==> src/sfd_pkg.sv <==
// ============================================================================
// sfd_pkg
// Shared types, constants and the CRC-16/CCITT-FALSE byte update for the
// length-prefixed frame deframer.
// ============================================================================
package sfd_pkg;

    // Framing constants
    localparam logic [7:0]  SYNC_BYTE = 8'hA5;
    localparam logic [2:0]  SYNC_RUN  = 3'd4;
    localparam logic [15:0] CRC_POLY  = 16'h1021;
    localparam logic [15:0] CRC_INIT  = 16'hFFFF;

    // One result beat, before packing onto the output stream
    typedef struct packed {
        logic       body_valid;
        logic [7:0] body_byte;
        logic [7:0] body_index;
        logic       frame_end;
        logic       crc_good;
        logic [7:0] frame_command;
        logic [7:0] frame_length;
    } sfd_result_t;

    // One byte of CRC-16, MSB first, no reflection
    function automatic logic [15:0] crc16_byte(input logic [15:0] crc_in,
                                               input logic [7:0]  data);
        logic [15:0] crc;
        crc = crc_in ^ {data, 8'h00};
        for (int k = 0; k < 8; k++)
        begin
            if (crc[15])
                crc = {crc[14:0], 1'b0} ^ CRC_POLY;
            else
                crc = {crc[14:0], 1'b0};
        end
        return crc;
    endfunction

endpackage

==> src/sfd_parser.sv <==
// ============================================================================
// sfd_parser
// Frame parser: sync hunt, length capture, body indexing and CRC check.
// Computes one result per byte; the state advances when adv is high.
// ============================================================================
module sfd_parser
(
    input  logic                clk,
    input  logic                rst_n,
    input  logic                adv,
    input  logic [7:0]          rx_byte,
    output sfd_pkg::sfd_result_t result
);

    typedef enum logic [1:0]
    {
        MODE_HUNT = 2'd0,
        MODE_LEN  = 2'd1,
        MODE_DATA = 2'd2
    } mode_t;

    mode_t       mode_reg,      mode_next;
    logic [2:0]  sync_cnt_reg,  sync_cnt_next;
    logic [7:0]  exp_cnt_reg,   exp_cnt_next;
    logic [7:0]  rcv_cnt_reg,   rcv_cnt_next;
    logic [15:0] crc_reg,       crc_next;
    logic [7:0]  crc_hi_reg,    crc_hi_next;
    logic [7:0]  cmd_reg,       cmd_next;
    logic [7:0]  len_byte_reg,  len_byte_next;

    // Values seen by the body logic; a length byte restarts the frame
    logic        starting;
    logic        take_body;
    logic [7:0]  idx_eff;
    logic [7:0]  len_eff;
    logic [15:0] crc_eff;
    logic [7:0]  crc_hi_eff;
    logic [7:0]  cmd_eff;
    logic [7:0]  len_byte_eff;
    logic [15:0] crc_upd;
    logic        crc_cover;
    logic        hi_hit;
    logic        last_byte;

    assign starting     = (mode_reg == MODE_LEN);
    assign idx_eff      = starting ? 8'd0 : rcv_cnt_reg;
    assign len_eff      = starting ? rx_byte : exp_cnt_reg;
    assign crc_eff      = starting ? sfd_pkg::CRC_INIT : crc_reg;
    assign crc_hi_eff   = starting ? 8'd0 : crc_hi_reg;
    assign cmd_eff      = starting ? 8'd0 : cmd_reg;
    assign len_byte_eff = starting ? rx_byte : len_byte_reg;

    assign crc_upd   = sfd_pkg::crc16_byte(crc_eff, rx_byte);
    assign crc_cover = ({1'b0, idx_eff} + 9'd2) <= {1'b0, len_eff};
    assign hi_hit    = ({1'b0, idx_eff} + 9'd1) == {1'b0, len_eff};
    assign last_byte = idx_eff >= len_eff;

    // Next state and result
    always_comb
    begin
        mode_next     = mode_reg;
        sync_cnt_next = sync_cnt_reg;
        exp_cnt_next  = exp_cnt_reg;
        rcv_cnt_next  = rcv_cnt_reg;
        crc_next      = crc_reg;
        crc_hi_next   = crc_hi_reg;
        cmd_next      = cmd_reg;
        len_byte_next = len_byte_reg;
        take_body     = 1'b0;
        result        = '0;

        case (mode_reg)
            MODE_HUNT:
            begin
                if (rx_byte == sfd_pkg::SYNC_BYTE)
                begin
                    if (sync_cnt_reg == sfd_pkg::SYNC_RUN - 3'd1)
                    begin
                        sync_cnt_next = 3'd0;
                        mode_next     = MODE_LEN;
                    end
                    else
                    begin
                        sync_cnt_next = sync_cnt_reg + 3'd1;
                    end
                end
                else
                begin
                    sync_cnt_next = 3'd0;
                end
            end
            MODE_LEN:
            begin
                // sync and zero bytes are skipped while waiting for a length
                if (rx_byte != sfd_pkg::SYNC_BYTE && rx_byte != 8'd0)
                    take_body = 1'b1;
            end
            MODE_DATA:
            begin
                take_body = 1'b1;
            end
            default:
            begin
                mode_next     = MODE_HUNT;
                sync_cnt_next = 3'd0;
            end
        endcase

        if (take_body)
        begin
            result.body_valid = 1'b1;
            result.body_byte  = rx_byte;
            result.body_index = idx_eff;
            exp_cnt_next      = len_eff;
            len_byte_next     = len_byte_eff;
            cmd_next          = (idx_eff == 8'd1) ? rx_byte : cmd_eff;
            crc_next          = crc_cover ? crc_upd : crc_eff;
            crc_hi_next       = hi_hit ? rx_byte : crc_hi_eff;

            if (last_byte)
            begin
                // low CRC byte closes the frame
                result.frame_end     = 1'b1;
                result.crc_good      = (crc_hi_eff == crc_eff[15:8]) &&
                                       (rx_byte == crc_eff[7:0]);
                result.frame_command = cmd_next;
                result.frame_length  = len_byte_eff;
                mode_next            = MODE_HUNT;
                sync_cnt_next        = 3'd0;
                rcv_cnt_next         = 8'd0;
                crc_next             = sfd_pkg::CRC_INIT;
            end
            else
            begin
                mode_next    = MODE_DATA;
                rcv_cnt_next = idx_eff + 8'd1;
            end
        end
    end

    // Parser state
    always_ff @(posedge clk or negedge rst_n)
    begin
        if (!rst_n)
        begin
            mode_reg     <= MODE_HUNT;
            sync_cnt_reg <= 3'd0;
            exp_cnt_reg  <= 8'd0;
            rcv_cnt_reg  <= 8'd0;
            crc_reg      <= sfd_pkg::CRC_INIT;
            crc_hi_reg   <= 8'd0;
            cmd_reg      <= 8'd0;
            len_byte_reg <= 8'd0;
        end
        else if (adv)
        begin
            mode_reg     <= mode_next;
            sync_cnt_reg <= sync_cnt_next;
            exp_cnt_reg  <= exp_cnt_next;
            rcv_cnt_reg  <= rcv_cnt_next;
            crc_reg      <= crc_next;
            crc_hi_reg   <= crc_hi_next;
            cmd_reg      <= cmd_next;
            len_byte_reg <= len_byte_next;
        end
    end

    // Checks
    a_end_to_hunt: assert property (@(posedge clk) disable iff (!rst_n)
        adv && result.frame_end |=> mode_reg == MODE_HUNT && rcv_cnt_reg == 8'd0)
        else $error("frame end did not return to sync hunt");

    a_sync_bound: assert property (@(posedge clk) disable iff (!rst_n)
        mode_reg == MODE_HUNT |-> sync_cnt_reg < sfd_pkg::SYNC_RUN)
        else $error("sync count ran past the sync run");

    a_idx_bound: assert property (@(posedge clk) disable iff (!rst_n)
        mode_reg == MODE_DATA |-> rcv_cnt_reg <= exp_cnt_reg && rcv_cnt_reg != 8'd0)
        else $error("body index outside the frame");

    a_len_start: assert property (@(posedge clk) disable iff (!rst_n)
        adv && mode_reg == MODE_LEN && result.body_valid
        |=> mode_reg == MODE_DATA && rcv_cnt_reg == 8'd1)
        else $error("length byte did not start collection");

endmodule

==> src/serial_frame_deframer_crc16.sv <==
// ============================================================================
// serial_frame_deframer_crc16
// Length-prefixed frame deframer with CRC-16/CCITT-FALSE check, one byte in
// and one result beat out per byte.
// ============================================================================
// Path: an input beat passes through the input register and the parser logic
//   into the result register.
// Throughput: one byte per cycle; while a result waits to be taken, the input
//   register holds one more byte and then the input stalls.
// Reset: rst_n clears both pipeline valids and puts the parser in sync hunt
//   with the CRC at 0xFFFF.
module serial_frame_deframer_crc16
(
    input  logic        clk,
    input  logic        rst_n,
    input  logic        s_axis_tvalid,
    output logic        s_axis_tready,
    input  logic [7:0]  s_axis_tdata,   // [7:0] rx_byte
    output logic        m_axis_tvalid,
    input  logic        m_axis_tready,
    output logic [31:0] m_axis_tdata,   // [7:0] body_byte, [15:8] body_index,
                                        // [23:16] frame_command, [31:24] frame_length
    output logic        m_axis_tlast,   // frame_end
    output logic [1:0]  m_axis_tuser    // [0] body_valid, [1] crc_good
);

    logic                in_valid_reg, in_valid_next;
    logic [7:0]          in_byte_reg;
    logic                out_valid_reg, out_valid_next;
    sfd_pkg::sfd_result_t out_res_reg;
    sfd_pkg::sfd_result_t res;
    logic                in_take;
    logic                out_load;

    // Handshake
    assign out_load      = in_valid_reg && (!out_valid_reg || m_axis_tready);
    assign s_axis_tready = !in_valid_reg || out_load;
    assign in_take       = s_axis_tvalid && s_axis_tready;

    always_comb
    begin
        in_valid_next = in_valid_reg;
        if (in_take)
            in_valid_next = 1'b1;
        else if (out_load)
            in_valid_next = 1'b0;

        out_valid_next = out_valid_reg;
        if (out_load)
            out_valid_next = 1'b1;
        else if (m_axis_tready)
            out_valid_next = 1'b0;
    end

    always_ff @(posedge clk or negedge rst_n)
    begin
        if (!rst_n)
        begin
            in_valid_reg  <= 1'b0;
            out_valid_reg <= 1'b0;
        end
        else
        begin
            in_valid_reg  <= in_valid_next;
            out_valid_reg <= out_valid_next;
        end
    end

    // Payload registers
    always_ff @(posedge clk)
    begin
        if (in_take)
            in_byte_reg <= s_axis_tdata;
        if (out_load)
            out_res_reg <= res;
    end

    // Parser
    sfd_parser u_parser
    (
        .clk     (clk),
        .rst_n   (rst_n),
        .adv     (out_load),
        .rx_byte (in_byte_reg),
        .result  (res)
    );

    // Output packing
    assign m_axis_tvalid = out_valid_reg;
    assign m_axis_tdata  = {out_res_reg.frame_length, out_res_reg.frame_command,
                            out_res_reg.body_index, out_res_reg.body_byte};
    assign m_axis_tlast  = out_res_reg.frame_end;
    assign m_axis_tuser  = {out_res_reg.crc_good, out_res_reg.body_valid};

endmodule
==> config.mk <==
export PLATFORM = sky130hd
export DESIGN_NAME = serial_frame_deframer_crc16
export DESIGN_NICKNAME = d
export VERILOG_FILES = /design/src/sfd_pkg.sv /design/src/sfd_parser.sv /design/src/serial_frame_deframer_crc16.sv
export SDC_FILE = /design/constraint.sdc
export NUM_CORES = 1
export LEC_CHECK = 0
export ABC_AREA = 0
export BUFFER_PORTS_ARGS = -buffer_cell sky130_fd_sc_hd__buf_2
export CAP_MARGIN = 30
export CORE_UTILIZATION = 54
export DETAILED_ROUTE_END_ITERATION = 10
export GPL_TIMING_DRIVEN = 0
export PLACE_DENSITY = 0.76
export SKIP_LAST_GASP = 1
export SLEW_MARGIN = 10
export SYNTH_ARGS = -nofsm -noshare
export SYNTH_HDL_FRONTEND = slang
export SYNTH_SLANG_ARGS = --single-unit
==> constraint.sdc <==
create_clock -name clk -period 3.79 [get_ports clk]
set_input_delay 0.379 -clock clk [delete_from_list [all_inputs] [get_ports clk]]
set_output_delay 0.379 -clock clk [all_outputs]
set_load 0.01 [all_outputs]
==> flow_summary.ini, run 1 <==
[outcome]
status = finished clean

[detailed_routing]
vias = 4518
drt_first_pass_iters = 5
routed_wl_um = 14100
drc = 0
ant_nets = 0
drt_iter0_drc = 346
post_drt_wl_per_cell_um = 18.4
avgViaCountPerCell = 5.89

[synth]
synth_common_cells = nor2_1 (61), dfrtp_1 (47), edfxtp_1 (43)
avgSynthCellArea_um2 = 10.6
yosys.cell_count.top_type = nor2_1
syn_inst = 559
synth_seq_area_share_pct = 48.5
synth_fp_nets = 594
synth_enable_flop_cells = 43
synth_top_area_cell = edfxtp_1
syn-cell-area_mm2 = 0.00595
ys_seq_elements = 106
ys_warn_count = 0
ys.flop_type = dfrtp_1
synth.top_cell.area_share_pct = 21.7
synth_cell_type_count = 69
synthTopCellsByArea = edfxtp_1 (22%), dfrtp_1 (20%), dfstp_2 (7.1%)
ys_async_sr_fraction_pct = 59.4

[worst_setup_path]
cp_num_buf_inv = 6
cpLargestDelayFamily = buffers and inverters
path_max_fanout = 10
path_cells = inv_2 > ha_4 > buf_8 > buf_6 > buf_4 > clkbuf_8 > mux2i_4 > ha_1 > and4_1 > a21oi_1 > o21ai_4 > or2_4 > o31a_1 > buf_4 > a2bb2oi_1
crit_type = reg2reg
crit_path_start_kind = flop
cpPeakStageDelay_ns = 0.44
crit_arrival_ns = 4.01
cp_data_required_time_ns = 4.11
cpMaxStageDelayCell = dfrtp_1
end_kind = flop
crit_top_cell = buf_4

[timing]
period_needed_ns = 3.69
relSlewSlack_pct = 41.7
max_slew.worst_pin.slew_ns = 0.869
fmax_mhz = 271
finalCritPeriodShare_pct = 97.4
drv_slew = 0
setup_violations = 0
hold_viol = 0
finClkSkew_ns = 0.00914

[placement]
place.gp.congestion = 0.909
dp_cells = 743
io_buffer_count = 48
dp_hpwl_um = 9850

[power_and_ir_drop]
seqPwrFrac_pct = 32.6
clkPwrFrac_pct = 13.2
switching_power_mw = 2.33
p_int_mw = 3.04
p_sw_share_pct = 43.4
p_comb_share_pct = 54.2
pwr_density_cell_mw_per_mm2 = 796
p_leak_nw = 2.81
p_total_mw = 5.36
vdd_drop_max_mv = 0.321

[clock_network]
cts-root-buf = clkbuf_8
clkTransAtPathRegs_ns = 0.11
cts_tree = done
worstSkewPairLatency_ns = 0.39
htreeDepth = 3
postCtsHoldBufs = 0
cts_buffers = 9
cts.sinks = 106
clockBufferDepth = 2

[global_route]
use_met1_pct = 37.4
grt_pass1_wl_um = 22400
grt_overflow = 0
grt.met3_usage_pct = 4.44
grt_use_met2_pct = 40.0
grt_max_degree = 64
top_usage_layer = met2
antenna_found_initial = 0
grt_pass1_vias = 4219
grt_usage_pct = 26.0

[final_layout]
nets = 661
drive_gt1_share_pct = 23.8
final_cells = 767
num_antenna_cells = 0
area_growth_pct = 13.2
largest_reg_flops = 32
fillCellCount = 849

[floorplan]
core-area_mm2 = 0.0105
ioPinCount = 49
start_util_pct = 56.6
rows = 37
fp.dieH_um = 107
die_area_mm2 = 0.0114
dieWidth_um = 107

[flow_run]
cap_violations = 0

[worst_hold_path]
hold_path.class = in2async
## worst register-to-register path, cell delays in order (launching register included)
cell and delay (ns):
dfrtp_1 0.44, inv_2 0.11, ha_4 0.21, buf_8 0.18, buf_6 0.16, buf_4 0.20, clkbuf_8 0.21, mux2i_4 0.28
ha_1 0.28, and4_1 0.19, a21oi_1 0.27, o21ai_4 0.15, or2_4 0.31, o31a_1 0.34, buf_4 0.17, a2bb2oi_1 0.14
## cell families (layout without fill, tap and decap cells)
| logic type | after synthesis | in the layout | synth area share (%) |
|---|---|---|---|
| buffers and inverters | 66 | 138 | 5.23 |
| muxes | 23 | 23 | 4.10 |
| and+or+nand+nor | 171 | 171 | 14.5 |
| adders and majority gates | 23 | 23 | 4.84 |
| DFF | 106 | 106 | 48.5 |
| AOI/OAI and AO/OA | 109 | 109 | 13.8 |
| xor gates and xnor gates | 61 | 61 | 8.98 |
## placed cells by master, fill, tap and decap left out, types with 10 or more instances in the layout
cell type	n
a21oi_1	29
buf_2	63
buf_4	10
clkbuf_1	10
clkbuf_8	10
dfrtp_1	47
dfstp_2	16
edfxtp_1	43
ha_1	22
inv_1	24
mux2i_1	20
nand2_1	37
nand3_1	10
nand4_1	11
nor2_1	60
o21ai_0	16
xnor2_1	41
xor2_1	20
## final timing paths
kind / start / endpoint / slack [ns] / cells after the start
setup / recovery: u_parser.mode_reg[1]$_DFFE_PN0P_ / u_parser.crc_reg[4]$_DFFE_PN1P_ / 0.1 / 15
hold / removal: rst_n / u_parser.mode_reg[0]$_DFFE_PN0P_ / 0.08 / 1
setup reg to reg: u_parser.mode_reg[1]$_DFFE_PN0P_ / u_parser.crc_reg[4]$_DFFE_PN1P_ / 0.1 / 15
hold reg to reg: u_parser.len_byte_reg[3]$_DFFE_PN0P_ / u_parser.len_byte_reg[3]$_DFFE_PN0P_ / 0.50 / 2
max in group asynchronous: rst_n / u_parser.crc_hi_reg[3]$_DFFE_PN0P_ / 3.17 / 1
min in group clk: s_axis_tdata[6] / in_byte_reg[6]$_DFFE_PP_ / 0.16 / 1
## power by group through the flow
stage / Combinational [mW] / Sequential [mW] / Clock, mW
3_3_place_gp: 2.57 / 1.75 / 0
4_1_cts: 2.77 / 1.74 / 0.714
3_5_place_dp: 2.63 / 1.76 / 0
2_1_floorplan: 2.02 / 1.74 / 0
6_report: 2.91 / 1.75 / 0.707
5_1_grt: 3.15 / 1.78 / 0.753
## metrics by stage
step	setup TNS [ns]	instance area, um^2	worst slack (ns)	util [%]	hold slack, ns
2_1_floorplan	0	5950	0.193	-	0.0834
4_1_cts	0	6670	0.0614	63.5	0.118
3_3_place_gp	-33.78	6360	-1.00	60.5	0.462
5_1_grt	-0.214	6740	-0.0355	64.1	0.149
6_report	0	6740	0.0972	64.1	0.0809
3_5_place_dp	-35.08	6360	-1.01	60.6	0.470
## layout make-up
type | instances | area (um^2) | area share [%]
sequential | 106 | 2890 | 42.9
multi-input combinational | 387 | 2820 | 41.9
timing repair buffer | 56 | 315 | 4.68
buffer | 37 | 226 | 3.36
tap | 136 | 170 | 2.53
clock buffer | 9 | 124 | 1.84
inverter | 29 | 111 | 1.65
clock inverter | 7 | 80.1 | 1.19
## what timing repair did
action                                  4_1_cts  5_1_grt
resized for setup                            17        9
gates cloned                                  0        0
buffers inserted                              5        3
endpoints found under the setup margin       54       27
pin swaps                                     3        2
## metal layers
metal / vias to the layer above / routed length (um)
met5: - / 0
met3: 28 / 1090
met2: 206 / 6470
met1: 2187 / 6260
li1: 2097 / -
met4: 0 / 284
(Power assumes the default switching activity.)
==> run 2: changes to the inputs <==
--- a/config.mk
+++ b/config.mk
@@ -16,4 +16,5 @@
 export SLEW_MARGIN = 10
 export SYNTH_ARGS = -nofsm -noshare
 export SYNTH_HDL_FRONTEND = slang
+export SYNTH_HIERARCHICAL = 1
 export SYNTH_SLANG_ARGS = --single-unit
==> flow_summary.ini, run 2 <==
[outcome]
status = finished clean

[final_layout]
seqCellArea_mm2 = 0.00289
area_growth_pct = 13.4
num_antenna_cells = 0
fin_util_pct = 63.8
final_cell_mix = buf_2 (62), nor2_1 (59), xnor2_1 (49)
nets = 658
drive_gt1_share_pct = 23.2
layout_commonest_cell = buf_2
multiInputGateArea_mm2 = 0.00274
fillCellCount = 833
largest_reg_flops = 32

[clock_network]
clkTransAtPathRegs_ns = 0.11
htreeDepth = 3
cts_buffers = 9
cts_tree = done
postCtsHoldBufs = 0
worstSkewPairLatency_ns = 0.38
cts.sinks = 106
cts-root-buf = clkbuf_8
clockBufferDepth = 2

[power_and_ir_drop]
switching_power_mw = 2.22
vdd_drop_max_mv = 0.282
p_total_mw = 5.30
p_sw_share_pct = 41.9
pwr_density_cell_mw_per_mm2 = 793
clkPwrFrac_pct = 12.9
p_leak_nw = 2.86
p_int_mw = 3.08
p_comb_share_pct = 53.4
seqPwrFrac_pct = 33.7

[detailed_routing]
drc = 0
drt_iter0_drc = 344
ant_nets = 0
vias = 4426
routed_wl_um = 13900
drt_first_pass_iters = 5
avgViaCountPerCell = 5.79
post_drt_wl_per_cell_um = 18.1

[synth]
synth_enable_flop_cells = 43
synth_common_cells = nor2_1 (60), xnor2_1 (49), dfrtp_1 (47)
yosys.cell_count.top_type = nor2_1
syn_inst = 555
synth.top_cell.area_share_pct = 21.9
ys_seq_elements = 106
synth_fp_nets = 590
synth_cell_type_count = 63
ys_async_sr_fraction_pct = 59.4
synthTopCellsByArea = edfxtp_1 (22%), dfrtp_1 (20%), xnor2_1 (7.3%)
ys.flop_type = dfrtp_1
ys_warn_count = 6
syn-cell-area_mm2 = 0.00589
synth_seq_area_share_pct = 49.0
synth_top_area_cell = edfxtp_1
avgSynthCellArea_um2 = 10.6

[worst_setup_path]
cpMaxStageDelayCell = dfrtp_1
crit_type = reg2reg
crit_top_cell = buf_6
crit_path_start_kind = flop
cpPeakStageDelay_ns = 0.40
r2r-start = u_parser/mode_reg[1]$_DFFE_PN0P_
crit_arrival_ns = 4.00
path_cells = inv_1 > ha_2 > buf_8 > buf_6 > buf_6 > buf_4 > nand2_1 > o21ai_2 > ha_1 > nand2b_4 > a211oi_2 > o221ai_2 > and2_4 > buf_6 > or3_4 > buf_6 > buf_6 > o22a_1
r2r_setup_slack_ns = 0.11
end_kind = flop
reg2reg_to = u_parser/crc_reg[0]$_DFFE_PN1P_
cp_data_required_time_ns = 4.10
path_max_fanout = 10
r2r_cells = 18

[floorplan]
die_area_mm2 = 0.0113
core-area_mm2 = 0.0105
fp.dieH_um = 106
rows = 37
dieWidth_um = 106
ioPinCount = 49
start_util_pct = 56.3

[placement]
place.gp.congestion = 0.887
dp_hpwl_um = 9870
io_buffer_count = 48

[global_route]
antenna_found_initial = 0
grt_overflow = 0
grt_max_degree = 64
grt_pass1_wl_um = 22600
grt_usage_pct = 26.4
grt_pass1_vias = 4290

[timing]
finalCritPeriodShare_pct = 97.2
max_slew.worst_pin.slew_ns = 0.794
fmax_mhz = 272
hold_viol = 0
drv_slew = 0
setup_violations = 0
relSlewSlack_pct = 47.1
whs_ns = 0.0661
period_needed_ns = 3.68
setup_tns_ns = 0
finClkSkew_ns = 0.0157

[flow_run]
cap_violations = 0

[worst_hold_path]
hold_path.class = in2async
[run 2: cell count changes after synthesis, sizes merged, moves of 5 or more]
cell     before  now
xor2         20   11
xnor2        41   49
a21oi        31   19
o22a          1   17
a2bb2oi      16    0
nand2        38   43
[run 2: per-stage QoR]
| stage | worst slack [ns] | cell area [um^2] | instances |
|---|---|---|---|
| after floorplan | 0.00852 | 5890 | 555 |
| after global placement | -1.02 | 6300 | 739 |
| after detailed placement | -1.12 | 6330 | 740 |
| after CTS | 0.0310 | 6610 | 760 |
| after global routing | -0.0134 | 6680 | 764 |
| final | 0.108 | 6680 | 764 |
[run 2: power groups by stage]
stage	combinational (mW)	sequential (mW)	clock, mW
after floorplan	1.98	1.78	0
after global placement	2.52	1.79	0
after detailed placement	2.60	1.80	0
after CTS	2.72	1.78	0.698
after global routing	3.07	1.82	0.754
final	2.83	1.78	0.685
[run 2: logic make-up (layout without fill, tap and decap cells)]
family / after synthesis / in the layout / share of synthesized area [%]
buf+inv: 66 / 139 / 5.27
xor+xnor: 60 / 60 / 8.92
compound gates: 105 / 105 / 12.9
flops: 106 / 106 / 49.0
mux: 23 / 23 / 3.93
simple gates: 172 / 172 / 15.1
fa+ha+maj: 23 / 23 / 4.89
[run 2: layout make-up]
class	count	share of cell area [%]
buffer	39	3.65
clock buffer	9	1.85
clock inverter	7	1.09
inverter	26	1.46
multi-input combinational	383	41.0
sequential	106	43.2
tap	136	2.55
timing repair buffer	58	5.13
[run 2: worst max-delay path by stage]
stage                                     start                          endpoint  slack (ns)  cells after the start
6_report       u_parser/mode_reg[1]$_DFFE_PN0P_   u_parser/crc_reg[0]$_DFFE_PN1P_        0.11                     18
5_1_grt        u_parser/mode_reg[1]$_DFFE_PN0P_  u_parser/crc_reg[15]$_DFFE_PN1P_       -0.01                     20
4_1_cts        u_parser/mode_reg[1]$_DFFE_PN0P_   u_parser/crc_reg[0]$_DFFE_PN1P_        0.03                     18
3_5_place_dp   u_parser/mode_reg[1]$_DFFE_PN0P_   u_parser/crc_reg[0]$_DFFE_PN1P_       -1.12                     20
3_3_place_gp   u_parser/mode_reg[1]$_DFFE_PN0P_   u_parser/crc_reg[2]$_DFFE_PN1P_       -1.02                     20
2_1_floorplan  u_parser/mode_reg[1]$_DFFE_PN0P_   u_parser/crc_reg[9]$_DFFE_PN1P_       0.009                     21
[run 2: repair_timing]
item / 4_1_cts / 5_1_grt
endpoints found under the setup margin: 52 / 25
gates resized for setup: 21 / 8
buffers inserted: 5 / 4
pin swaps: 3 / 2
[run 2: metal layers]
layer  vias up  GRT usage, %  routed length, um
met5         -             0                  0
met4         0          9.98                300
met3        30          4.72                806
met2       179          40.8               6470
met1      2144          37.1               6270
li1       2073             -                  -
[run 2: worst max-delay path, delay by kind of cell (launching register included)]
family	cells	cell delay (ns)
fa+ha+maj	2	0.50
flops	1	0.40
simple gates	4	0.84
compound gates	4	0.74
buf+inv	8	1.12
==> run 3: changes to the inputs <==
--- a/config.mk
+++ b/config.mk
@@ -8,10 +8,10 @@
 export ABC_AREA = 0
 export BUFFER_PORTS_ARGS = -buffer_cell sky130_fd_sc_hd__buf_2
 export CAP_MARGIN = 30
-export CORE_UTILIZATION = 54
+export CORE_UTILIZATION = 35
 export DETAILED_ROUTE_END_ITERATION = 10
+export GPL_ROUTABILITY_DRIVEN = 0
 export GPL_TIMING_DRIVEN = 0
-export PLACE_DENSITY = 0.76
 export SKIP_LAST_GASP = 1
 export SLEW_MARGIN = 10
 export SYNTH_ARGS = -nofsm -noshare
==> flow_summary.ini, run 3 (synthesis gave the netlist of run 2 again) <==
[timing]
relSlewSlack_pct = 55.0
period_needed_ns = 3.69
postLayoutSetupSlackWorst_ns = 0.0978
rsz0062_at_grt = no
drv_slew = 0
finClkSkew_ns = 0.00980
max_slew.worst_pin.slew_ns = 0.675
fmax_mhz = 271
whs_ns = -0.00703
hold_viol = 5
finalCritPeriodShare_pct = 97.4
setup_violations = 0

[global_route]
grt.met3_usage_pct = 3.42
grt_pass1_wl_um = 22700
grt_overflow = 0
grt_pass1_vias = 4251
top_usage_layer = met2
grt_use_met2_pct = 26.3
grt_max_degree = 64
use_met1_pct = 22.8
grt_usage_pct = 16.8
antenna_found_initial = 0

[clock_network]
cts_buffers = 9
cts_tree = done
clockBufferDepth = 2
postCtsHoldBufs = 0
clkTransAtPathRegs_ns = 0.07
worstSkewPairLatency_ns = 0.36
cts.sinks = 106
cts-root-buf = clkbuf_16
htreeDepth = 3

[placement]
dp_slack_ns = -1.04
dpl_cell_area_mm2 = 0.00646
dp_hpwl_um = 9900
dp_cells = 825
io_buffer_count = 48

[outcome]
violations = DRC, hold timing
status = finished with violations

[detailed_routing]
drt_first_pass_iters = 9
ant_nets = 0
drc = 1
post_drt_wl_per_cell_um = 16.7
routed_wl_um = 14200
avgViaCountPerCell = 5.13
drt_iter0_drc = 304
vias = 4358

[floorplan]
die_area_mm2 = 0.0174
ioPinCount = 49
dieWidth_um = 132
rows = 47
core-area_mm2 = 0.0165
start_util_pct = 35.6
fp.dieH_um = 132

[worst_setup_path]
crit_type = reg2reg
startpoint = u_parser/mode_reg[1]$_DFFE_PN0P_
path_max_fanout = 11
crit_path_start_kind = flop
crit_arrival_ns = 3.98
r2r-start = u_parser/mode_reg[1]$_DFFE_PN0P_
end_kind = flop
cp_data_required_time_ns = 4.07

[power_and_ir_drop]
pwr_density_cell_mw_per_mm2 = 814
p_total_mw = 5.72
vdd_drop_max_mv = 0.351
p_leak_nw = 2.94

[flow_run]
cap_violations = 0

[final_layout]
area_growth_pct = 19.2
nets = 660
layout_commonest_cell = buf_2
num_antenna_cells = 0
largest_reg_flops = 32
finalInstanceArea_mm2 = 0.00702
final_cell_mix = buf_2 (61), nor2_1 (59), xnor2_1 (48)
drive_gt1_share_pct = 24.8
final_cells = 850

[worst_hold_path]
hold_path.class = in2async
-- run 3: changes by cell type in the layout (fill, tap and decap cells not counted), moves of 2 or more --
cell and delta:
a21oi_1 -2, a21oi_2 +2, buf_6 -4, buf_8 +4
clkbuf_16 +9, clkbuf_8 -8, clkinv_4 -2, ha_1 -3
ha_4 +3
-- run 3: worst paths after layout --
| path | end | slack, ns | depth (start not counted) |
|---|---|---|---|
| setup / recovery | u_parser/crc_reg[0]$_DFFE_PN1P_ | 0.1 | 20 |
| hold / removal | u_parser/crc_hi_reg[7]$_DFFE_PN0P_ | -0.007 | 2 |
| setup reg to reg | u_parser/crc_reg[0]$_DFFE_PN1P_ | 0.1 | 20 |
| hold reg to reg | u_parser/len_byte_reg[1]$_DFFE_PN0P_ | 0.48 | 2 |
| max in group asynchronous | u_parser/crc_reg[0]$_DFFE_PN1P_ | 3.44 | 2 |
| min in group clk | in_byte_reg[2]$_DFFE_PP_ | 0.19 | 1 |
-- run 3: critical path: stages, from the launching register on --
cell	delay, ns
dfrtp_1	0.38
inv_2	0.07
ha_4	0.21
buf_8	0.16
buf_8	0.14
buf_8	0.15
nor2b_4	0.14
ha_4	0.14
clkbuf_8	0.15
nand4_1	0.11
nor2_2	0.14
xnor2_1	0.08
ha_2	0.21
a2111oi_4	0.29
o21ai_1	0.15
a21oi_2	0.16
o21ai_2	0.10
or3_4	0.37
buf_6	0.14
buf_6	0.14
o22a_1	0.16
-- run 3: what timing repair did --
item	4_1_cts	5_1_grt
gates resized for setup	33	14
setup buffers	7	3
pin swaps	4	6
endpoints found under the setup margin	62	26
-- run 3: layout make-up --
class / instances / area, um^2
timing repair buffer: 60 / 365
inverter: 26 / 97.6
clock buffer: 10 / 229
clock inverter: 6 / 73.8
fill: 1579 / 9510
multi-input combinational: 383 / 2820
tap: 220 / 275
sequential: 106 / 2890
buffer: 39 / 268
-- run 3: where the power goes --
part	leakage [nW]	total (mW)	internal [mW]	switching, mW
clock network	0.142	0.964	0.522	0.442
logic	1.59	2.97	1.34	1.63
registers	1.21	1.78	1.58	0.203
total	2.94	5.72	3.44	2.27
-- run 3: layer usage --
layer  vias up  wire, um  share of wire (%)
met4         0       392                2.8
li1       2070         -                  -
met2       128      6510                 46
met5         -         0                  0
met3        27       685                4.8
met1      2133      6600                 47
-- run 3: through the flow --
| stage | hold WS, ns | util (%) | TNS, ns |
|---|---|---|---|
| 6_report | -0.00703 | 42.5 | 0 |
| 3_5_place_dp | 0.409 | 39.1 | -28.35 |
| 2_1_floorplan | 0.0834 | - | 0 |
| 4_1_cts | 0.0168 | 42.0 | 0 |
| 3_3_place_gp | 0.461 | 38.8 | -25.56 |
| 5_1_grt | 0.0306 | 42.5 | 0 |
